--- src/hw/rtl/cpvc_pkg.sv ---
// Package for the cascaded PI voltage/current loop unit.
// Holds widths, register codes, reset values, controller states and the
// command/configuration structs shared by all modules. No dependencies.
package cpvc_pkg;

	// Field and state widths
	localparam int unsigned MEAS_W  = 16;   // Q8.8 measurements and targets
	localparam int unsigned ERR_W   = 17;   // exact difference of two Q8.8 values
	localparam int unsigned GAIN_W  = 32;   // Q11.20 gains
	localparam int unsigned PROD_W  = GAIN_W + ERR_W;
	localparam int unsigned SUM_W   = PROD_W + 2;
	localparam int unsigned VACC_W  = 36;   // saturated outer accumulator
	localparam int unsigned TGT_SH  = 20;   // outer accumulator to Q8.8
	localparam int unsigned DUTY_W  = 16;
	localparam int unsigned DUTY_SH = 12;   // inner accumulator to Q0.16
	localparam int unsigned CACC_W  = DUTY_W + DUTY_SH;
	localparam int unsigned CMP_W   = 9;
	localparam int unsigned PER_W   = 16;
	localparam int unsigned ADDR_W  = 5;
	localparam int unsigned DATA_W  = 32;

	localparam int unsigned PWM_PERIOD_DEF = 260;

	// Register reset values
	localparam logic [MEAS_W-1:0] CURRENT_LIMIT_RST = 16'h7FFF;
	localparam logic [GAIN_W-1:0] VOLT_GAIN_NEW_RST = 32'd524288;
	localparam logic [GAIN_W-1:0] VOLT_GAIN_OLD_RST = -32'sd524288;
	localparam logic [GAIN_W-1:0] CURR_GAIN_NEW_RST = 32'd1049;
	localparam logic [GAIN_W-1:0] CURR_GAIN_OLD_RST = -32'sd1049;
	localparam logic [DUTY_W-1:0] DUTY_LOW_RST      = 16'h0000;
	localparam logic [DUTY_W-1:0] DUTY_HIGH_RST     = 16'hFFFF;
	localparam logic [DUTY_W-1:0] DUTY_FLOOR_RST    = 16'h0000;

	// Register map, word index
	typedef enum logic [2:0] {
		REG_CURRENT_LIMIT = 3'd0,
		REG_VOLT_GAIN_NEW = 3'd1,
		REG_VOLT_GAIN_OLD = 3'd2,
		REG_CURR_GAIN_NEW = 3'd3,
		REG_CURR_GAIN_OLD = 3'd4,
		REG_DUTY_LOW      = 3'd5,
		REG_DUTY_HIGH     = 3'd6,
		REG_DUTY_FLOOR    = 3'd7
	} reg_idx_t;

	typedef struct packed {
		logic signed [MEAS_W-1:0] current_limit;
		logic signed [GAIN_W-1:0] volt_gain_new;
		logic signed [GAIN_W-1:0] volt_gain_old;
		logic signed [GAIN_W-1:0] curr_gain_new;
		logic signed [GAIN_W-1:0] curr_gain_old;
		logic [DUTY_W-1:0]        duty_low;
		logic [DUTY_W-1:0]        duty_high;
		logic [DUTY_W-1:0]        duty_floor;
	} cfg_t;

	// Controller states
	typedef enum logic [2:0] {
		ST_IDLE,
		ST_V_MUL,
		ST_V_ACC,
		ST_C_MUL,
		ST_C_ACC,
		ST_OUT
	} state_t;

	// Commands from controller to datapath
	typedef struct packed {
		logic load_in;
		logic v_mul;
		logic v_acc;
		logic c_mul;
		logic c_acc;
		logic load_out;
	} cmd_t;

endpackage

--- src/hw/rtl/cpvc_ctrl.sv ---
// Sequencing state machine for the cascaded PI loop unit.
// Depends on cpvc_pkg for state_t and cmd_t; drives the datapath commands.
module cpvc_ctrl (
	input  logic            clk,
	input  logic            arst_n,
	input  logic            in_valid,
	output logic            in_ready,
	output logic            out_valid,
	input  logic            out_ready,
	output cpvc_pkg::cmd_t  cmd
);
	cpvc_pkg::state_t state_q, state_d;
	logic             out_valid_q;
	logic             out_free;

	assign out_valid = out_valid_q;
	assign out_free  = !out_valid_q || out_ready;

	// State register
	always_ff @(posedge clk or negedge arst_n) begin
		if (!arst_n) begin
			state_q <= cpvc_pkg::ST_IDLE;
		end else begin
			state_q <= state_d;
		end
	end

	// Next state and commands
	always_comb begin
		state_d  = state_q;
		cmd      = '0;
		in_ready = 1'b0;
		case (state_q)
			cpvc_pkg::ST_IDLE: begin
				in_ready = 1'b1;
				if (in_valid) begin
					cmd.load_in = 1'b1;
					state_d     = cpvc_pkg::ST_V_MUL;
				end
			end
			cpvc_pkg::ST_V_MUL: begin
				cmd.v_mul = 1'b1;
				state_d   = cpvc_pkg::ST_V_ACC;
			end
			cpvc_pkg::ST_V_ACC: begin
				cmd.v_acc = 1'b1;
				state_d   = cpvc_pkg::ST_C_MUL;
			end
			cpvc_pkg::ST_C_MUL: begin
				cmd.c_mul = 1'b1;
				state_d   = cpvc_pkg::ST_C_ACC;
			end
			cpvc_pkg::ST_C_ACC: begin
				cmd.c_acc = 1'b1;
				state_d   = cpvc_pkg::ST_OUT;
			end
			cpvc_pkg::ST_OUT: begin
				// hold until the result register is free
				if (out_free) begin
					cmd.load_out = 1'b1;
					state_d      = cpvc_pkg::ST_IDLE;
				end
			end
			default: begin
				state_d = cpvc_pkg::ST_IDLE;
			end
		endcase
	end

	// Result valid flag
	always_ff @(posedge clk or negedge arst_n) begin
		if (!arst_n) begin
			out_valid_q <= 1'b0;
		end else if (cmd.load_out) begin
			out_valid_q <= 1'b1;
		end else if (out_ready) begin
			out_valid_q <= 1'b0;
		end
	end

	// Only one datapath step per cycle
	a_cmd_onehot: assert property (@(posedge clk) disable iff (!arst_n)
		$onehot0({cmd.load_in, cmd.v_mul, cmd.v_acc, cmd.c_mul, cmd.c_acc, cmd.load_out}))
		else $error("more than one datapath command active");

	// Never overwrite a result that is still waiting
	a_no_overwrite: assert property (@(posedge clk) disable iff (!arst_n)
		cmd.load_out |-> (!out_valid_q || out_ready))
		else $error("result register overwritten");

	// An accepted request starts the outer multiply next cycle
	a_start: assert property (@(posedge clk) disable iff (!arst_n)
		(in_valid && in_ready) |=> cmd.v_mul)
		else $error("accepted request did not start");

	// Inner loop runs only after the outer accumulate
	a_order: assert property (@(posedge clk) disable iff (!arst_n)
		cmd.c_mul |-> $past(cmd.v_acc))
		else $error("inner multiply out of order");

endmodule

--- config.mk ---
export PLATFORM = sky130hd
export DESIGN_NAME = cpvc_ctrl
export DESIGN_NICKNAME = d
export VERILOG_FILES = /design/src/hw/rtl/cpvc_pkg.sv /design/src/hw/rtl/cpvc_ctrl.sv
export SDC_FILE = /design/constraint.sdc
export NUM_CORES = 1
export LEC_CHECK = 0
export BUFFER_PORTS_ARGS = -buffer_cell sky130_fd_sc_hd__buf_2
export CORE_AREA = 2 2 39 41
export CTS_CLUSTER_SIZE = 30
export DETAILED_ROUTE_END_ITERATION = 12
export DIE_AREA = 0 0 41 43
export GPL_TIMING_DRIVEN = 0
export SLEW_MARGIN = 20
export SYNTH_ARGS = -nofsm -noshare
export SYNTH_HDL_FRONTEND = slang
export SYNTH_SLANG_ARGS = --single-unit
--- constraint.sdc ---
create_clock -name clk -period 1 [get_ports clk]
set_clock_uncertainty 0.15 [all_clocks]
set_input_delay 0.15 -clock clk [delete_from_list [all_inputs] [get_ports clk]]
set_output_delay 0.15 -clock clk [all_outputs]
set_load 0.05 [all_outputs]
==> summary.txt <==
Global route
  – Vias in the first global route: 274
  – Global-route wire length before repair: 1040 um
  – Maximum number of pins on one net before global-route repair: 9
  – Grt ovf: 0
  – Number of antenna violations at the first check in global routing: 0
  – Gr usage total: 9.29%

Timing
  – F_max: around 660 MHz
  – Final setup vio count: 12
  – Slack of the critical path: -0.506 ns
  – Slew margin rel.: a little under 90%
  – Final-report hold violation count: 0
  – Setup repair after global routing missed its margin: true
  – Crit path time final: 1.51 ns
  – Period utilisation layout: 151%
  – Max Transition Viols Final: 0
  – Actual slew at the worst max-slew pin: roughly 0.18 ns
  – Total Neg Setup Slack: -3.62 ns

Synth
  – Most frequent cell after synthesis: sky130_fd_sc_hd__dfrtp_1
  – Cell taking the most area after synthesis: sky130_fd_sc_hd__dfrtp_1
  – EDFF count, synth: 0
  – Proportion of netlist area held by the largest area contributor: between 40% and 50%
  – Most instantiated cells after synthesis: sky130_fd_sc_hd__dfrtp_1, sky130_fd_sc_hd__nand2_1, sky130_fd_sc_hd__nor2_1, sky130_fd_sc_hd__nor3_1, sky130_fd_sc_hd__nor3b_1
  – Fraction of synthesized area in multiplexers: 0%
  – Share of the synthesized netlist area taken by xor and xnor gates: ~3.6%
  – Synthesized area per cell: 9.38 um^2
  – Synthesized cell area: 244 um^2
  – Complex-gate fraction of the synthesized area: 7.18%
  – Fraction of synthesis flops using an asynchronous set or reset pin: 100%
  – Distinct cell type count after synthesis: 18
  – Main synth FF type: sky130_fd_sc_hd__dfrtp_1
  – Area share of fa/ha/maj cells after synthesis: 0%
  – Total number of yosys warnings: 0
  – Area fraction in and, or, nand and nor cells after synthesis: 36.9%
  – Number of nets in the synthesized netlist: 30
  – Sequential-to-total area share from yosys stat: 41.0%
  – Total of flip-flops plus latches after synthesis: 4
  – Post-synthesis cell count: 26
  – Main combinational cell family by area after synthesis: simple AND/OR/NAND/NOR gates
  – Leading post-synthesis cells by cell area: sky130_fd_sc_hd__dfrtp_1, sky130_fd_sc_hd__nor3b_1, sky130_fd_sc_hd__nor3b_2

Worst hold path
  – End point of the most critical hold path: state_q[0]
  – Startpoint of the most critical hold path: out_ready
  – Number of cells on the worst hold path: 4
  – Class of the tightest hold or removal check: input pin to flop

Drt
  – Number of DRC markers after the initial detailed-route iteration: 4
  – Per-cell via count in the routed design: 4.02
  – Drc violations: 0
  – Total via count in the routed design: 261
  – Final wirelength: between 600 and 700 um
  – Number of antenna-violating nets in the routed design: 0
  – Detailed-routing iteration count for the pre-antenna-repair pass: 2
  – Average wire length per cell after detail routing: 9.98 um

Worst setup path
  – Worst setup startpoint: state_q[0]
  – Data arrival at the endpoint of the critical path: 1.21 ns
  – Endpoint class of the critical path: output pin
  – Category of the worst setup path launch point: flop
  – Worst reg2reg startpoint: state_q[2]
  – Crit Path Category: flop to output pin
  – Flop-to-flop setup slack: -0.16 ns
  – Required time at the endpoint of the critical path: 0.70 ns
  – Biggest fanout along the worst timing path: 8
  – Depth of the worst register-to-register path: 3
  – Reg-to-Reg End: state_q[0]

Flow run
  – Number of max-capacitance violations reported: 0

Final layout
  – Antenna diode count: 0
  – Nets: 54
  – Fraction of layout cells with a size suffix above 1: between 80% and 90%
  – Count of filler cells inserted in the layout: 128
  – Area Overhead vs Synth: 133%

Clocking
  – Latest clock arrival within the worst-skew pair: 0.23 ns
  – Clock-pin slew of the registers on the worst-case setup and hold paths: 0.03 ns
  – Number of CTS-inserted buffers: 3
  – Cell at the root of the clock tree: sky130_fd_sc_hd__clkbuf_4
  – Clock sink count: 4
  – H-tree Lvls: 1
  – Clock tree buffer depth: 2
  – CTS tree: done

Run status
  – Outcome: finished, violations left
  – Violated checks: setup timing

Pwr
  – Cell Pwr Density: between 3000 and 4000 mW/mm^2
  – Design Power: 2.22 mW
  – Leakage power: 0.253 nW
  – Peak ir drop on the vdd network: around 0.0011 V

Placed design
  – GPL Wtd Cong: 0.610
  – Port buffer count: 11
  – Sum of net half-perimeters after detailed placement: between 400 and 500 um

Floorplan
  – Floorplan die width: 41 um
  – Initial cell density of the core: 17.6%
  – Cell row count: 14
  – Top-level I/O count: 12
  – Placeable core area: around 0.0014 mm^2
  – Die area: between 0.0015 and 0.002 mm^2
  – Die height: roughly 43 um
==> area by class of cell <==
cell class / instances / area [um^2] / share of cell area (%)
inverter: 1 / 8.76 / 1.54
timing repair buffer: 19 / 186 / 32.8
tap: 16 / 20.0 / 3.52
clock buffer: 4 / 26.3 / 4.63
sequential: 4 / 101 / 17.8
buffer: 3 / 33.8 / 5.95
multi-input combinational: 18 / 191 / 33.7
==> routing by layer <==
layer	vias to the layer above	global-route usage (%)	routed length, um
met5	-	0	0
met4	0	6.00	0
li1	133	-	-
met2	7	14.4	348
met1	121	9.18	273
met3	0	4.71	27
==> cells in the final DEF, fill, tap and decap left out, types with 2 or more instances in the layout <==
cell type | synthesis | final
sky130_fd_sc_hd__buf_6 | 1 | 12
sky130_fd_sc_hd__buf_4 | 1 | 4
sky130_fd_sc_hd__nor3b_2 | 1 | 3
sky130_fd_sc_hd__clkbuf_4 | 0 | 3
sky130_fd_sc_hd__buf_2 | 1 | 3
sky130_fd_sc_hd__dfrtp_1 | 4 | 3
sky130_fd_sc_hd__nor3_2 | 1 | 2
sky130_fd_sc_hd__nand2_2 | 0 | 2
sky130_fd_sc_hd__buf_8 | 0 | 2
==> worst max-delay path by stage <==
stage / endpoint / slack, ns / cells past startpoint
finish: cmd[5] / -0.51 / 4
global route: cmd[5] / -0.58 / 4
CTS: cmd[5] / -0.51 / 4
detailed placement: cmd[0] / -0.43 / 5
global placement: cmd[0] / -0.42 / 5
floorplan: cmd[5] / -0.64 / 3
==> report_power, final <==
part           switching (mW)  internal, mW  leakage, nW
Clock                  0.0642         0.150       0.0150
Combinational           0.941         0.796        0.188
Sequential             0.0375         0.235       0.0495
Total                    1.04          1.18        0.253
==> per-stage QoR <==
stage / std cells / setup WS, ns / cell area, um^2 / hold slack (ns) / util [%]
6_report: 65 / -0.506 / 568 / 0.0943 / 41.0
2_1_floorplan: 26 / -0.645 / 284 / -0.296 / -
3_3_place_gp: 53 / -0.420 / 359 / -0.195 / 25.9
4_1_cts: 65 / -0.511 / 562 / 0.0935 / 40.6
3_5_place_dp: 53 / -0.429 / 359 / -0.189 / 25.9
5_1_grt: 65 / -0.576 / 568 / 0.0973 / 41.0
==> critical path, cell delays in order, from the launching register on <==
cell and delay, ns:
sky130_fd_sc_hd__dfrtp_1 0.36, sky130_fd_sc_hd__buf_6 0.14, sky130_fd_sc_hd__nor3_4 0.18, sky130_fd_sc_hd__and2_4 0.16
sky130_fd_sc_hd__buf_8 0.13
==> cell families after synthesis <==
logic type	after synthesis
AO/OA/AOI/OAI	2
flip-flops	4
AND/OR/NAND/NOR	15
buffers and inverters	4
XOR/XNOR	1
==> flip-flops by register name, indices dropped and copies added (netlist names) <==
name,count
state_q,3
out_valid,1
==> repair_timing <==
action                     in CTS  in global routing
setup endpoints to repair      12                 12
hold buffers                    1                  0
hold endpoints to repair        4                  0
resized for setup              31                  3
pin swaps                       3                  3
setup buffers                   7                  1
(Power assumes the default switching activity.)
