**config.mk**
```make
export PLATFORM = sky130hd
export DESIGN_NAME = cpvc_regs
export DESIGN_NICKNAME = d
export VERILOG_FILES = /design/src/hw/rtl/cpvc_pkg.sv /design/src/hw/rtl/cpvc_regs.sv
export SDC_FILE = /design/constraint.sdc
export NUM_CORES = 1
export LEC_CHECK = 0
export ABC_AREA = 1
export BUFFER_PORTS_ARGS = -buffer_cell sky130_fd_sc_hd__buf_2
export CAP_MARGIN = 20
export CORE_MARGIN = 2
export CORE_UTILIZATION = 52
export DETAILED_ROUTE_END_ITERATION = 6
export PLACE_DENSITY = 0.81
export SETUP_SLACK_MARGIN = 0.02
export SYNTH_ARGS = -nofsm -noshare
export SYNTH_HDL_FRONTEND = slang
export SYNTH_SLANG_ARGS = --single-unit
```
**constraint.sdc**
```tcl
create_clock -name clk -period 3.1 [get_ports clk]
set_input_delay 0.93 -clock clk [delete_from_list [all_inputs] [get_ports clk]]
set_output_delay 0.93 -clock clk [all_outputs]
set_load 0.03 [all_outputs]
```
**src/hw/rtl/cpvc_pkg.sv**
```systemverilog
// Package for the cascaded PI voltage/current loop unit.
// Holds widths, register codes, reset values, controller states and the
// command/configuration structs shared by all modules. No dependencies.
package cpvc_pkg;

	// Field and state widths
	localparam int unsigned MEAS_W  = 16;   // Q8.8 measurements and targets
	localparam int unsigned ERR_W   = 17;   // exact difference of two Q8.8 values
	localparam int unsigned GAIN_W  = 32;   // Q11.20 gains
	localparam int unsigned PROD_W  = GAIN_W + ERR_W;
	localparam int unsigned SUM_W   = PROD_W + 2;
	localparam int unsigned VACC_W  = 36;   // saturated outer accumulator
	localparam int unsigned TGT_SH  = 20;   // outer accumulator to Q8.8
	localparam int unsigned DUTY_W  = 16;
	localparam int unsigned DUTY_SH = 12;   // inner accumulator to Q0.16
	localparam int unsigned CACC_W  = DUTY_W + DUTY_SH;
	localparam int unsigned CMP_W   = 9;
	localparam int unsigned PER_W   = 16;
	localparam int unsigned ADDR_W  = 5;
	localparam int unsigned DATA_W  = 32;

	localparam int unsigned PWM_PERIOD_DEF = 260;

	// Register reset values
	localparam logic [MEAS_W-1:0] CURRENT_LIMIT_RST = 16'h7FFF;
	localparam logic [GAIN_W-1:0] VOLT_GAIN_NEW_RST = 32'd524288;
	localparam logic [GAIN_W-1:0] VOLT_GAIN_OLD_RST = -32'sd524288;
	localparam logic [GAIN_W-1:0] CURR_GAIN_NEW_RST = 32'd1049;
	localparam logic [GAIN_W-1:0] CURR_GAIN_OLD_RST = -32'sd1049;
	localparam logic [DUTY_W-1:0] DUTY_LOW_RST      = 16'h0000;
	localparam logic [DUTY_W-1:0] DUTY_HIGH_RST     = 16'hFFFF;
	localparam logic [DUTY_W-1:0] DUTY_FLOOR_RST    = 16'h0000;

	// Register map, word index
	typedef enum logic [2:0] {
		REG_CURRENT_LIMIT = 3'd0,
		REG_VOLT_GAIN_NEW = 3'd1,
		REG_VOLT_GAIN_OLD = 3'd2,
		REG_CURR_GAIN_NEW = 3'd3,
		REG_CURR_GAIN_OLD = 3'd4,
		REG_DUTY_LOW      = 3'd5,
		REG_DUTY_HIGH     = 3'd6,
		REG_DUTY_FLOOR    = 3'd7
	} reg_idx_t;

	typedef struct packed {
		logic signed [MEAS_W-1:0] current_limit;
		logic signed [GAIN_W-1:0] volt_gain_new;
		logic signed [GAIN_W-1:0] volt_gain_old;
		logic signed [GAIN_W-1:0] curr_gain_new;
		logic signed [GAIN_W-1:0] curr_gain_old;
		logic [DUTY_W-1:0]        duty_low;
		logic [DUTY_W-1:0]        duty_high;
		logic [DUTY_W-1:0]        duty_floor;
	} cfg_t;

	// Controller states
	typedef enum logic [2:0] {
		ST_IDLE,
		ST_V_MUL,
		ST_V_ACC,
		ST_C_MUL,
		ST_C_ACC,
		ST_OUT
	} state_t;

	// Commands from controller to datapath
	typedef struct packed {
		logic load_in;
		logic v_mul;
		logic v_acc;
		logic c_mul;
		logic c_acc;
		logic load_out;
	} cmd_t;

endpackage

```
**src/hw/rtl/cpvc_regs.sv**
```systemverilog
// APB configuration register file for the cascaded PI loop unit.
// Depends on cpvc_pkg for the register map, reset values and cfg_t.
module cpvc_regs (
	input  logic                           clk,
	input  logic                           arst_n,
	input  logic                           psel,
	input  logic                           penable,
	input  logic                           pwrite,
	input  logic [cpvc_pkg::ADDR_W-1:0]    paddr,
	input  logic [cpvc_pkg::DATA_W-1:0]    pwdata,
	output logic [cpvc_pkg::DATA_W-1:0]    prdata,
	output logic                           pready,
	output cpvc_pkg::cfg_t                 cfg
);
	cpvc_pkg::cfg_t     cfg_q;
	cpvc_pkg::reg_idx_t idx;
	logic               wr_en;

	assign pready = 1'b1;
	assign idx    = cpvc_pkg::reg_idx_t'(paddr[4:2]);
	assign wr_en  = psel && penable && pwrite && pready;
	assign cfg    = cfg_q;

	// Write registers on the access phase
	always_ff @(posedge clk or negedge arst_n) begin
		if (!arst_n) begin
			cfg_q.current_limit <= cpvc_pkg::CURRENT_LIMIT_RST;
			cfg_q.volt_gain_new <= cpvc_pkg::VOLT_GAIN_NEW_RST;
			cfg_q.volt_gain_old <= cpvc_pkg::VOLT_GAIN_OLD_RST;
			cfg_q.curr_gain_new <= cpvc_pkg::CURR_GAIN_NEW_RST;
			cfg_q.curr_gain_old <= cpvc_pkg::CURR_GAIN_OLD_RST;
			cfg_q.duty_low      <= cpvc_pkg::DUTY_LOW_RST;
			cfg_q.duty_high     <= cpvc_pkg::DUTY_HIGH_RST;
			cfg_q.duty_floor    <= cpvc_pkg::DUTY_FLOOR_RST;
		end else if (wr_en) begin
			case (idx)
				cpvc_pkg::REG_CURRENT_LIMIT: cfg_q.current_limit <= pwdata[15:0];
				cpvc_pkg::REG_VOLT_GAIN_NEW: cfg_q.volt_gain_new <= pwdata;
				cpvc_pkg::REG_VOLT_GAIN_OLD: cfg_q.volt_gain_old <= pwdata;
				cpvc_pkg::REG_CURR_GAIN_NEW: cfg_q.curr_gain_new <= pwdata;
				cpvc_pkg::REG_CURR_GAIN_OLD: cfg_q.curr_gain_old <= pwdata;
				cpvc_pkg::REG_DUTY_LOW:      cfg_q.duty_low      <= pwdata[15:0];
				cpvc_pkg::REG_DUTY_HIGH:     cfg_q.duty_high     <= pwdata[15:0];
				cpvc_pkg::REG_DUTY_FLOOR:    cfg_q.duty_floor    <= pwdata[15:0];
				default: ;
			endcase
		end
	end

	// Read mux
	always_comb begin
		case (idx)
			cpvc_pkg::REG_CURRENT_LIMIT: prdata = {16'd0, cfg_q.current_limit};
			cpvc_pkg::REG_VOLT_GAIN_NEW: prdata = cfg_q.volt_gain_new;
			cpvc_pkg::REG_VOLT_GAIN_OLD: prdata = cfg_q.volt_gain_old;
			cpvc_pkg::REG_CURR_GAIN_NEW: prdata = cfg_q.curr_gain_new;
			cpvc_pkg::REG_CURR_GAIN_OLD: prdata = cfg_q.curr_gain_old;
			cpvc_pkg::REG_DUTY_LOW:      prdata = {16'd0, cfg_q.duty_low};
			cpvc_pkg::REG_DUTY_HIGH:     prdata = {16'd0, cfg_q.duty_high};
			cpvc_pkg::REG_DUTY_FLOOR:    prdata = {16'd0, cfg_q.duty_floor};
			default:                     prdata = '0;
		endcase
	end

endmodule

```
==> load_flow_metrics.sql, run 1 <==
INSERT INTO impl_metrics (metric_group, metric, value, unit) VALUES
('detailed_routing', 'drt-vias-per-instance', '5.62', ''),
('pwr', 'power', '0.00861', 'W'),
('synth', 'post_synth_main_area_contributors', 'sky130_fd_sc_hd__dfrtp_1 32%, sky130_fd_sc_hd__dfstp_2 23%, sky130_fd_sc_hd__nand2_1 13%, sky130_fd_sc_hd__o21ai_0 7.6%, sky130_fd_sc_hd__nand4_1 6.8%', ''),
('synth', 'main_combinational_cell_family_by_area_after_synthesis', 'simple AND/OR/NAND/NOR gates', ''),
('synth', 'synth_fa_ha_area_share', '0', '%'),
('synth', 'synth_top_area_cell', 'sky130_fd_sc_hd__dfrtp_1', ''),
('worst_hold_path', 'hold_class', 'input port to async pin', ''),
('synth', 'synthSimpleGateAreaFrac', '26.1', '%'),
('layout', 'largest_register_ffs', '192', ''),
('sta', 'max_clock_freq', '330', 'MHz'),
('die', 'ios', '267', ''),
('clock_network', 'cts_tree', 'yes', ''),
('clock_network', 'clk_pin_slew', '0.07', 'ns'),
('clock_network', 'insertion_delay', '0.43', 'ns'),
('global_route', 'maximum_number_of_pins_on_one_net_before_global_route_repair', '70', ''),
('synth', 'netlist_area', '8880', 'sq um'),
('synth', 'yosys.cell_types.count', '24', ''),
('layout', 'stdcell_count', '1518', ''),
('pwr', 'leakage', '5.87', 'nW'),
('pwr', 'p_sw', '0.00341', 'W'),
('placed_design', 'post-place-cells', '1482', ''),
('die', 'fp.dieW', '135', 'um'),
('detailed_routing', 'final_wirelength', '28.5', 'mm'),
('worst_setup_path', 'critical_path_required', '2.17', 'ns'),
('worst_setup_path', 'end_kind', 'output pin', ''),
('pwr', 'worst_vdd_ir', '0.000422', 'V'),
('detailed_routing', 'drt-pass1-iter-count', '5', ''),
('pwr', 'p_clk_share', '26.8', '%'),
('detailed_routing', 'drt_drc_violations_left', '0', ''),
('layout', 'final_common_cell', 'sky130_fd_sc_hd__nand2_1', ''),
('sta', 'final_setup_violation_count', '0', ''),
('job', 'max-cap-violations', '0', ''),
('sta', 'grt_setup_unrepaired', 'true', ''),
('global_route', 'first_global_vias', '7842', ''),
('synth', 'post_synth_xor_area_fraction', '0', '%'),
('global_route', 'grt-busiest-layer', 'met2', ''),
('placed_design', 'gp_congestion', '0.905', ''),
('layout', 'final_layout_size_suffix_gt1_share', '36.7', '%'),
('worst_setup_path', 'timing.critical_path.fanout_max', '7', ''),
('global_route', 'global_route_wire_length_before_repair', '43.7', 'mm'),
('die', 'placeableCoreArea', '16600', 'sq um'),
('clock_network', 'cts_inserted_buffers', '17', ''),
('die', 'placementRows', '47', ''),
('global_route', 'antenna_found_initial', '0', ''),
('pwr', 'power_frac_seq', '41.3', '%'),
('layout', 'final_net_count', '1327', ''),
('synth', 'ys.warnings.count', '0', ''),
('sta', 'skew', '0', 'ns'),
('synth', 'netlist.area_leader.share', '32.1', '%'),
('clock_network', 'cts_buffer_depth', '2', ''),
('die', 'chipHeight', '135', 'um'),
('sta', 'hold_viol', '0', ''),
('sta', 'timing.final.crit_period', '3.03', 'ns'),
('detailed_routing', 'vias', '8535', ''),
('synth', 'synth_compound_gate_area_share', '12.2', '%'),
('sta', 'timing.max_slew.rel_slack', '56.0', '%'),
('worst_setup_path', 'ws_path_type', 'input port to output pin', ''),
('global_route', 'global_route.usage.met1', '39.3', '%'),
('pwr', 'internal_power', '0.00520', 'W'),
('synth', 'synth_nets', '1067', ''),
('clock_network', 'cts_root_buffer', 'sky130_fd_sc_hd__clkbuf_16', ''),
('layout', 'layout_area_growth_over_synthesis', '28.8', '%'),
('sta', 'final.period_utilization', '97.6', '%'),
('synth', 'synth.yosys.seq_area_share', '55.2', '%'),
('status', 'run_status', 'completed', ''),
('pwr', 'cellPowerDensity', '753', 'nW/um^2'),
('pwr', 'switching_share', '39.6', '%'),
('detailed_routing', 'ant_nets', '0', ''),
('sta', 'worst_pin_slew', '0.660', 'ns'),
('synth', 'ys_ff_latch', '192', ''),
('worst_setup_path', 'setup.worst_path.start_class', 'input port', '');
==> stage by stage <==
stage | utilization, % | setup TNS, ns | worst slack (ns) | cell area [sq um] | hold WS [ns]
finish | 68.7 | 0 | 0.0735 | 11400 | 0.484
global route | 68.7 | 0 | 0.0000269 | 11400 | 0.519
CTS | 67.8 | 0 | 0.000383 | 11300 | 0.488
detailed placement | 64.1 | -0.0520 | -0.0430 | 10700 | 0.477
global placement | 64.1 | -0.0627 | -0.0528 | 10700 | 0.470
floorplan | - | 0 | 0.0617 | 8880 | 0.538
==> final timing paths <==
check                               startpoint                    to  depth (start not counted)
setup / recovery                      paddr[2]            prdata[28]                          9
hold / removal                          arst_n  cfg[116]$_DFFE_PN0P_                          1
hold reg to reg            cfg[57]$_DFFE_PN1P_   cfg[57]$_DFFE_PN1P_                          2
max in group asynchronous               arst_n   cfg[27]$_DFFE_PN1P_                          2
min in group clk           cfg[57]$_DFFE_PN1P_   cfg[57]$_DFFE_PN1P_                          2
setup reg to reg           cfg[31]$_DFFE_PN1P_   cfg[31]$_DFFE_PN1P_                          2
==> Yosys cell counts <==
library cell	n
sky130_fd_sc_hd__nor2_2	1
sky130_fd_sc_hd__dfstp_2	78
sky130_fd_sc_hd__o21ai_1	10
sky130_fd_sc_hd__nand3_2	1
sky130_fd_sc_hd__o21ai_0	134
sky130_fd_sc_hd__nor3_1	1
sky130_fd_sc_hd__conb_1	1
sky130_fd_sc_hd__clkbuf_1	27
sky130_fd_sc_hd__buf_2	27
sky130_fd_sc_hd__o21ai_2	32
sky130_fd_sc_hd__nor2_1	66
sky130_fd_sc_hd__inv_2	3
sky130_fd_sc_hd__inv_1	48
sky130_fd_sc_hd__nor3_4	5
sky130_fd_sc_hd__nand2_4	4
sky130_fd_sc_hd__a21oi_1	16
sky130_fd_sc_hd__nand2_1	306
sky130_fd_sc_hd__buf_4	3
sky130_fd_sc_hd__nand4_1	96
sky130_fd_sc_hd__buf_6	8
sky130_fd_sc_hd__inv_4	1
sky130_fd_sc_hd__buf_1	9
sky130_fd_sc_hd__dfrtp_1	114
sky130_fd_sc_hd__nand3_1	34
==> cells by family after synthesis <==
logic type      after synthesis
simple gates                514
compound gates              192
flops                       192
buf+inv                     126
other cells                   1
==> worst max-delay path: stages <==
cell                        delay (ns)
sky130_fd_sc_hd__buf_4            0.15
sky130_fd_sc_hd__inv_4            0.07
sky130_fd_sc_hd__buf_12           0.14
sky130_fd_sc_hd__nor3_4           0.21
sky130_fd_sc_hd__buf_12           0.15
sky130_fd_sc_hd__clkbuf_16        0.14
sky130_fd_sc_hd__nand2_1          0.05
sky130_fd_sc_hd__nand4_1          0.08
sky130_fd_sc_hd__buf_4            0.17
==> power by group through the flow <==
stage | sequential [W] | combinational, W | clock [W]
after global routing | 0.00362 | 0.00293 | 0.00243
after floorplan | 0.00452 | 0.000779 | 0
after detailed placement | 0.00358 | 0.00271 | 0
final | 0.00356 | 0.00275 | 0.00231
after global placement | 0.00357 | 0.00267 | 0
after CTS | 0.00355 | 0.00272 | 0.00232
==> cell type report <==
cell class                      instances  area [sq um]  area share, %
Timing Repair Buffer                  315          2030           17.7
Inverter                               52           200           1.75
Clock buffer                           18           429           3.75
Clock inverter                         14           183           1.60
Sequential cell                       192          4900           42.9
Tap cell                              220           275           2.41
Multi-Input combinational cell        707          3420           29.9
==> per-layer routing <==
metal,part of all wire (%),wire length (um)
met1,37,10400
met2,49,14100
met3,11,3080
met4,3.1,878
met5,0,0
==> timing repair <==
| action | in CTS | in global routing |
|---|---|---|
| cloned | 0 | 2 |
| resized for setup | 2 | 45 |
| setup buffers | 0 | 2 |
| setup endpoints to repair | 13 | 28 |
| pin swaps | 0 | 1 |
(Power assumes the default switching activity.)
==> inputs of run 2 (changes only) <==
--- a/config.mk
+++ b/config.mk
@@ -8,10 +8,11 @@
 export ABC_AREA = 1
 export BUFFER_PORTS_ARGS = -buffer_cell sky130_fd_sc_hd__buf_2
 export CAP_MARGIN = 20
-export CORE_MARGIN = 2
+export CORE_MARGIN = 8
 export CORE_UTILIZATION = 52
 export DETAILED_ROUTE_END_ITERATION = 6
 export PLACE_DENSITY = 0.81
+export RECOVER_POWER = 100
 export SETUP_SLACK_MARGIN = 0.02
 export SYNTH_ARGS = -nofsm -noshare
 export SYNTH_HDL_FRONTEND = slang
==> run 2 against run 1 <==
Effect of this change: the flow now finishes with violations (max-capacitance violations, max-slew violations); non-clock buffer count down 13; combinational power down 7%; via count down 1.0%; hold slack better by 0.0099 ns; sequential power about the same; sequential share of layout area up 2.4 points; flip-flop and latch count unchanged; final cell count down 0.86%; routed wire length up 3.4%; first-iteration DRC count up 2.2%; clock skew unchanged; utilization down 3.6 points; largest cell class unchanged.
==> load_flow_metrics.sql, run 2 (synthesized netlist as in run 1, its figures left out) <==
INSERT INTO impl_metrics (metric_group, metric, value, unit) VALUES
('pwr', 'worst_vdd_ir', '0.000466', 'V'),
('clock_network', 'cts_tree', 'yes', ''),
('placed_design', 'placement.io_buffers', '263', ''),
('global_route', 'maximum_number_of_pins_on_one_net_before_global_route_repair', '93', ''),
('worst_setup_path', 'setup.worst_path.start_class', 'input port', ''),
('sta', 'worst_pin_slew', '1.86', 'ns'),
('sta', 'timing.max_slew.rel_slack', '-24.3', '%'),
('layout', 'final_layout_size_suffix_gt1_share', '18.3', '%'),
('clock_network', 'cts_inserted_buffers', '17', ''),
('clock_network', 'cts.sink_count', '192', ''),
('die', 'ios', '267', ''),
('sta', 'skew', '0', 'ns'),
('layout', 'insertedDiodeCount', '0', ''),
('worst_setup_path', 'cp.arrival', '2.13', 'ns'),
('sta', 'tns', '0', 'ns'),
('placed_design', 'place.detailed.hpwl', '21.1', 'mm'),
('pwr', 'power_frac_seq', '42.6', '%'),
('layout', 'final_common_cell', 'sky130_fd_sc_hd__nand2_1', ''),
('pwr', 'switching_share', '40.3', '%'),
('sta', 'slew_violations', '33', ''),
('layout', 'multi_input_comb_area', '3300', 'sq um'),
('pwr', 'p_clk_share', '27.1', '%'),
('sta', 'setup_slack', '0.0363', 'ns'),
('global_route', 'global_route_wire_length_before_repair', '46.4', 'mm'),
('worst_hold_path', 'hold_class', 'register to register', ''),
('sta', 'final_setup_violation_count', '0', ''),
('sta', 'final.period_utilization', '98.8', '%'),
('clock_network', 'clk_pin_slew', '0.07', 'ns'),
('pwr', 'internal_power', '0.00502', 'W'),
('sta', 'fin_worst_hold_slack', '0.494', 'ns'),
('pwr', 'cellPowerDensity', '776', 'nW/um^2'),
('clock_network', 'insertion_delay', '0.43', 'ns'),
('pwr', 'p_sw', '0.00339', 'W'),
('layout', 'seqCellArea', '4900', 'sq um'),
('global_route', 'first_global_vias', '8387', ''),
('placed_design', 'dp_worst_setup_slack', '-0.0417', 'ns'),
('job', 'max-cap-violations', '1', ''),
('detailed_routing', 'ant_nets', '0', ''),
('sta', 'timing.final.crit_period', '3.06', 'ns'),
('detailed_routing', 'dr.first_iter.drc_count', '758', ''),
('layout', 'fillerInstances', '1524', ''),
('die', 'fp.dieW', '147', 'um'),
('layout', 'largest_register_ffs', '192', ''),
('worst_setup_path', 'critical_path_required', '2.17', 'ns'),
('detailed_routing', 'vias', '8449', ''),
('status', 'run_status', 'finished with violations', ''),
('worst_setup_path', 'end_kind', 'output pin', ''),
('sta', 'grt_setup_unrepaired', 'true', ''),
('global_route', 'gr-total-overflow', '0', ''),
('die', 'chipHeight', '147', 'um'),
('die', 'placementRows', '47', ''),
('die', 'placeableCoreArea', '16600', 'sq um'),
('placed_design', 'post-place-cells', '1472', ''),
('global_route', 'grt_util_all_layers', '27.3', '%'),
('status', 'failed_checks', 'max-capacitance violations, max-slew violations', ''),
('clock_network', 'cts_buffer_depth', '2', ''),
('detailed_routing', 'drt-vias-per-instance', '5.61', ''),
('layout', 'final_net_count', '1314', ''),
('layout', 'utilization', '65.1', '%'),
('layout', 'most-common-layout-cells', '306 x sky130_fd_sc_hd__nand2_1, 202 x sky130_fd_sc_hd__clkbuf_1, 168 x sky130_fd_sc_hd__o21ai_0', ''),
('global_route', 'antenna_found_initial', '1', ''),
('pwr', 'p_comb_share', '30.3', '%'),
('detailed_routing', 'final_wirelength', '29.4', 'mm'),
('pwr', 'leakage', '5.00', 'nW'),
('layout', 'layout_area_growth_over_synthesis', '22.0', '%'),
('clock_network', 'cts_hold_repair.buffers', '0', ''),
('die', 'floorplan.initialDensity', '53.4', '%'),
('placed_design', 'gp_congestion', '0.923', ''),
('sta', 'max_clock_freq', '326', 'MHz'),
('worst_setup_path', 'timing.critical_path.fanout_max', '13', ''),
('clock_network', 'h-tree-depth', '4', ''),
('clock_network', 'cts_root_buffer', 'sky130_fd_sc_hd__clkbuf_16', ''),
('die', 'die_area', '21500', 'sq um'),
('worst_setup_path', 'ws_path_type', 'input port to output pin', ''),
('detailed_routing', 'post_drt_wl_per_cell', '19.6', 'um'),
('detailed_routing', 'drt-pass1-iter-count', '5', ''),
('layout', 'stdcell_count', '1505', ''),
('sta', 'hold_viol', '0', ''),
('detailed_routing', 'drt_drc_violations_left', '0', '');
-- run 2: cell types whose count changed in the layout (fill, tap and decap cells not counted), sizes merged --
cell    delta
inv        -1
clkinv     -2
buf      -235
clkbuf   +225
-- run 2: power groups by stage --
stage	logic [W]	clock network, W	registers, W
2_1_floorplan	0.000779	0	0.00452
3_3_place_gp	0.00269	0	0.00357
3_5_place_dp	0.00275	0	0.00358
4_1_cts	0.00275	0.00231	0.00355
5_1_grt	0.00274	0.00241	0.00364
6_report	0.00255	0.00228	0.00358
-- run 2: what timing repair did --
action / 4_1_cts / 5_1_grt
gates resized for setup: 5 / 4
pin swaps: 0 / 0
buffers inserted: 0 / 1
setup endpoints to repair: 6 / 4
-- run 2: worst paths after layout --
kind	to	slack [ns]	cells after the start	from
setup / recovery	prdata[13]	0.04	8	paddr[2]
hold / removal	cfg[57]$_DFFE_PN1P_	0.49	2	cfg[57]$_DFFE_PN1P_
setup reg to reg	cfg[24]$_DFFE_PN1P_	2.21	2	cfg[24]$_DFFE_PN1P_
hold reg to reg	cfg[57]$_DFFE_PN1P_	0.49	2	cfg[57]$_DFFE_PN1P_
max in group asynchronous	cfg[168]$_DFFE_PN0P_	0.49	2	arst_n
min in group asynchronous	cfg[35]$_DFFE_PN0P_	1.00	1	arst_n
-- run 2: worst max-delay path: stages --
cell                       delay, ns
sky130_fd_sc_hd__buf_4          0.16
sky130_fd_sc_hd__buf_12         0.16
sky130_fd_sc_hd__buf_4          0.18
sky130_fd_sc_hd__nand4_1        0.10
sky130_fd_sc_hd__nand2_1        0.06
sky130_fd_sc_hd__nor2_1         0.20
sky130_fd_sc_hd__nand3_1        0.11
sky130_fd_sc_hd__clkbuf_2       0.22
-- run 2: metrics by stage --
stage	power (W)	cell area, sq um
2_1_floorplan	0.00529	8880
3_3_place_gp	0.00626	10600
3_5_place_dp	0.00632	10600
4_1_cts	0.00861	11200
5_1_grt	0.00879	10800
6_report	0.00841	10800
-- run 2: final cells by class --
| cell class | count | area share, % |
|---|---|---|
| Clock inverter | 11 | 1.41 |
| Multi-Input combinational cell | 707 | 30.4 |
| Timing Repair Buffer | 302 | 14.4 |
| Tap cell | 220 | 2.54 |
| Inverter | 52 | 1.82 |
| Sequential cell | 192 | 45.3 |
| Clock buffer | 21 | 4.16 |
-- run 2: metal layers --
| metal | vias up | part of all wire [%] | track usage [%] |
|---|---|---|---|
| li1 | 3915 | - | - |
| met5 | - | 0.027 | 0 |
| met4 | 2 | 3.2 | 11.0 |
| met3 | 60 | 9.8 | 7.43 |
| met1 | 4026 | 38 | 32.1 |
| met2 | 446 | 49 | 46.4 |
==> inputs of run 3 (changes only) <==
--- a/config.mk
+++ b/config.mk
@@ -5,7 +5,6 @@
 export SDC_FILE = /design/constraint.sdc
 export NUM_CORES = 1
 export LEC_CHECK = 0
-export ABC_AREA = 1
 export BUFFER_PORTS_ARGS = -buffer_cell sky130_fd_sc_hd__buf_2
 export CAP_MARGIN = 20
 export CORE_MARGIN = 8
==> run 3 against run 2 <==
Effect of this change: worst setup slack better by 0.0090 ns; non-clock buffer count rose by 11; critical path depth down 2; largest cell class unchanged; critical path type unchanged; die area fell by 0.21%; the flow still finishes with violations (max-capacitance violations, max-slew violations).
==> load_flow_metrics.sql, run 3 <==
INSERT INTO impl_metrics (metric_group, metric, value, unit) VALUES
('status', 'run_status', 'finished with violations', ''),
('status', 'failed_checks', 'max-capacitance violations, max-slew violations', ''),
('clock_network', 'cts_root_buffer', 'sky130_fd_sc_hd__clkbuf_16', ''),
('synth', 'synth_area_per_cell', '14.4', 'sq um'),
('synth', 'ys.warnings.count', '0', ''),
('layout', 'final_net_count', '943', ''),
('placed_design', 'gp_congestion', '0.807', ''),
('synth', 'main_combinational_cell_family_by_area_after_synthesis', 'multiplexers', ''),
('sta', 'timing.final.crit_period', '3.05', 'ns'),
('synth', 'postSynth.asyncResetShare', '100', '%'),
('layout', 'most-common-layout-cells', '214 x sky130_fd_sc_hd__clkbuf_1, 195 x sky130_fd_sc_hd__mux2_2, 114 x sky130_fd_sc_hd__dfrtp_1', ''),
('synth', 'post_synth_main_area_contributors', 'sky130_fd_sc_hd__dfrtp_1 32%, sky130_fd_sc_hd__mux2_2 25%, sky130_fd_sc_hd__dfstp_2 23%, sky130_fd_sc_hd__mux2i_1 4.9%, sky130_fd_sc_hd__mux2_4 1.7%', ''),
('sta', 'worst_pin_slew', '2.10', 'ns'),
('pwr', 'cellPowerDensity', '742', 'nW/um^2'),
('synth', 'ys_ff_latch', '192', ''),
('detailed_routing', 'ant_nets', '0', ''),
('detailed_routing', 'final_wirelength', '26.6', 'mm'),
('clock_network', 'cts.sink_count', '192', ''),
('synth', 'synthSimpleGateAreaFrac', '2.85', '%'),
('synth', 'yosys-mux-area-fraction', '31.8', '%'),
('synth', 'synth_commonest_cells', '195 x sky130_fd_sc_hd__mux2_2, 114 x sky130_fd_sc_hd__dfrtp_1, 78 x sky130_fd_sc_hd__dfstp_2', ''),
('sta', 'final_setup_violation_count', '0', ''),
('placed_design', 'place.detailed.hpwl', '19.1', 'mm'),
('worst_setup_path', 'ordered_list_of_cells_on_the_worst_path', 'buf_4, buf_12, mux2_2, a22oi_1, o2bb2ai_2, buf_2', ''),
('synth', 'yosys.cell_types.count', '36', ''),
('worst_setup_path', 'critical_path_required', '2.17', 'ns'),
('synth', 'syn-instance-count', '614', ''),
('die', 'floorplan.initialDensity', '53.2', '%'),
('synth', 'netlist.area_leader.share', '32.2', '%'),
('synth', 'number_of_enable_type_register_cells_in_the_synthesized_netlist', '0', ''),
('synth', 'synth_fa_ha_area_share', '0', '%'),
('sta', 'hold_viol', '0', ''),
('clock_network', 'cts_inserted_buffers', '17', ''),
('synth', 'synthFlopType', 'sky130_fd_sc_hd__dfrtp_1', ''),
('job', 'max-cap-violations', '2', ''),
('placed_design', 'placement.io_buffers', '263', ''),
('synth', 'netlist_area', '8860', 'sq um'),
('die', 'fp.dieW', '147', 'um'),
('worst_setup_path', 'crit_buf_inv', '3', ''),
('sta', 'grt_setup_unrepaired', 'true', ''),
('pwr', 'worst_vdd_ir', '0.000435', 'V'),
('clock_network', 'clk_pin_slew', '0.06', 'ns'),
('global_route', 'global_route_wire_length_before_repair', '41.6', 'mm'),
('die', 'chipHeight', '147', 'um'),
('global_route', 'grt_util_all_layers', '24.8', '%'),
('detailed_routing', 'drt-vias-per-instance', '5.71', ''),
('sta', 'final.period_utilization', '98.5', '%'),
('layout', 'largest_register_ffs', '192', ''),
('die', 'die_area', '21500', 'sq um'),
('detailed_routing', 'drt-pass1-iter-count', '4', ''),
('clock_network', 'h-tree-depth', '4', ''),
('worst_setup_path', 'critical_path.max_stage_delay', '0.34', 'ns'),
('pwr', 'leakage', '4.74', 'nW'),
('global_route', 'first_global_vias', '7070', ''),
('detailed_routing', 'drt_drc_violations_left', '0', ''),
('detailed_routing', 'vias', '6472', ''),
('synth', 'synth_top_area_cell', 'sky130_fd_sc_hd__dfrtp_1', ''),
('global_route', 'maximum_number_of_pins_on_one_net_before_global_route_repair', '83', ''),
('worst_setup_path', 'cp.arrival', '2.12', 'ns'),
('detailed_routing', 'dr.first_iter.drc_count', '218', ''),
('placed_design', 'post-place-cells', '1101', ''),
('synth', 'post_synth_xor_area_fraction', '0', '%'),
('worst_setup_path', 'timing.critical_path.fanout_max', '11', ''),
('die', 'placeableCoreArea', '16600', 'sq um'),
('layout', 'utilization', '67.0', '%'),
('sta', 'skew', '0', 'ns'),
('layout', 'stdcell_count', '1134', ''),
('clock_network', 'cts_tree', 'yes', ''),
('layout', 'final_layout_size_suffix_gt1_share', '46.6', '%'),
('synth', 'synth.yosys.seq_area_share', '55.3', '%'),
('layout', 'insertedDiodeCount', '0', ''),
('detailed_routing', 'post_drt_wl_per_cell', '23.4', 'um'),
('layout', 'layout_area_growth_over_synthesis', '25.8', '%'),
('global_route', 'gr-total-overflow', '0', ''),
('sta', 'timing.max_slew.rel_slack', '-40.2', '%'),
('clock_network', 'insertion_delay', '0.42', 'ns'),
('worst_setup_path', 'setup.worst_path.start_class', 'input port', ''),
('global_route', 'antenna_found_initial', '0', ''),
('die', 'placementRows', '47', ''),
('clock_network', 'cts_hold_repair.buffers', '0', ''),
('synth', 'synth.most_common_cell', 'sky130_fd_sc_hd__mux2_2', ''),
('worst_hold_path', 'hold_class', 'register to register', ''),
('sta', 'max_clock_freq', '327', 'MHz'),
('worst_setup_path', 'crit_family', 'buffers and inverters', ''),
('sta', 'slew_violations', '104', ''),
('worst_setup_path', 'end_kind', 'output pin', ''),
('clock_network', 'cts_post_setup_buffers_inserted', '0', ''),
('synth', 'synth_nets', '656', ''),
('clock_network', 'cts_buffer_depth', '2', ''),
('layout', 'final_common_cell', 'sky130_fd_sc_hd__clkbuf_1', ''),
('worst_setup_path', 'critical-path-slowest-cell', 'sky130_fd_sc_hd__mux2_2', ''),
('worst_setup_path', 'ws_path_type', 'input port to output pin', ''),
('synth', 'synth_compound_gate_area_share', '7.34', '%'),
('die', 'ios', '267', '');
## run 3: changes by cell type after synthesis, moves of 43 or more
cell                      delta
sky130_fd_sc_hd__inv_1      -47
sky130_fd_sc_hd__mux2_2    +195
sky130_fd_sc_hd__mux2i_1    +43
sky130_fd_sc_hd__nand2_1   -303
sky130_fd_sc_hd__nand4_1    -95
sky130_fd_sc_hd__nor2_1     -57
sky130_fd_sc_hd__o21ai_0   -134
## run 3: timing repair
action,in CTS,in global routing
pin swaps,0,2
endpoints found under the setup margin,20,18
cloned,1,0
resized for setup,3,16
## run 3: metal layers
metal  GRT usage (%)  vias to the layer above  wire length, um
li1                -                     2876                -
met1            29.4                     3317            11100
met2            41.7                      247            12900
met3            8.90                       32             2190
met4            6.85                        0              395
met5               0                        -                0
## run 3: worst paths after layout
| kind | from | endpoint | slack (ns) | cells after the start |
|---|---|---|---|---|
| max | paddr[2] | prdata[25] | 0.05 | 6 |
| min | cfg[128]$_DFFE_PN0P_ | cfg[128]$_DFFE_PN0P_ | 0.53 | 1 |
| max reg2reg | cfg[191]$_DFFE_PN0P_ | cfg[191]$_DFFE_PN0P_ | 2.27 | 1 |
| min reg2reg | cfg[128]$_DFFE_PN0P_ | cfg[128]$_DFFE_PN0P_ | 0.53 | 1 |
| max in group asynchronous | arst_n | cfg[23]$_DFFE_PN1P_ | 0.55 | 2 |
| min in group asynchronous | arst_n | cfg[162]$_DFFE_PN0P_ | 1.13 | 1 |
## run 3: cell families after synthesis
| family | count (synthesis) |
|---|---|
| AO/OA/AOI/OAI | 84 |
| buffers and inverters | 46 |
| flip-flops | 192 |
| multiplexers | 252 |
| other | 1 |
| AND/OR/NAND/NOR | 39 |
## run 3: report_power, final
| group | total, W | switching, W | internal [W] | leakage (nW) |
|---|---|---|---|---|
| clock network | 0.00201 | 0.000921 | 0.00109 | 0.253 |
| logic | 0.00270 | 0.00185 | 0.000850 | 2.21 |
| registers | 0.00356 | 0.000414 | 0.00315 | 2.27 |
## run 3: cell type report
cell class / instances / area, sq um
flip-flops and latches: 192 / 4900
well taps: 220 / 275
multi-input cells: 376 / 3870
fillers: 1372 / 5500
inverters: 1 / 3.75
repair buffers: 313 / 1550
clock buffers: 24 / 482
clock inverters: 8 / 57.6
## run 3: metrics by stage
stage	worst slack, ns	area, sq um	TNS [ns]	hold slack, ns	power [W]
floorplan	-0.0141	9040	-0.0593	0.634	0.00546
global placement	-0.0843	11000	-0.411	0.498	0.00636
detailed placement	-0.115	11000	-0.793	0.509	0.00644
CTS	0.00458	11500	0	0.524	0.00848
global route	0.0120	11100	0	0.543	0.00864
finish	0.0454	11100	0	0.532	0.00827
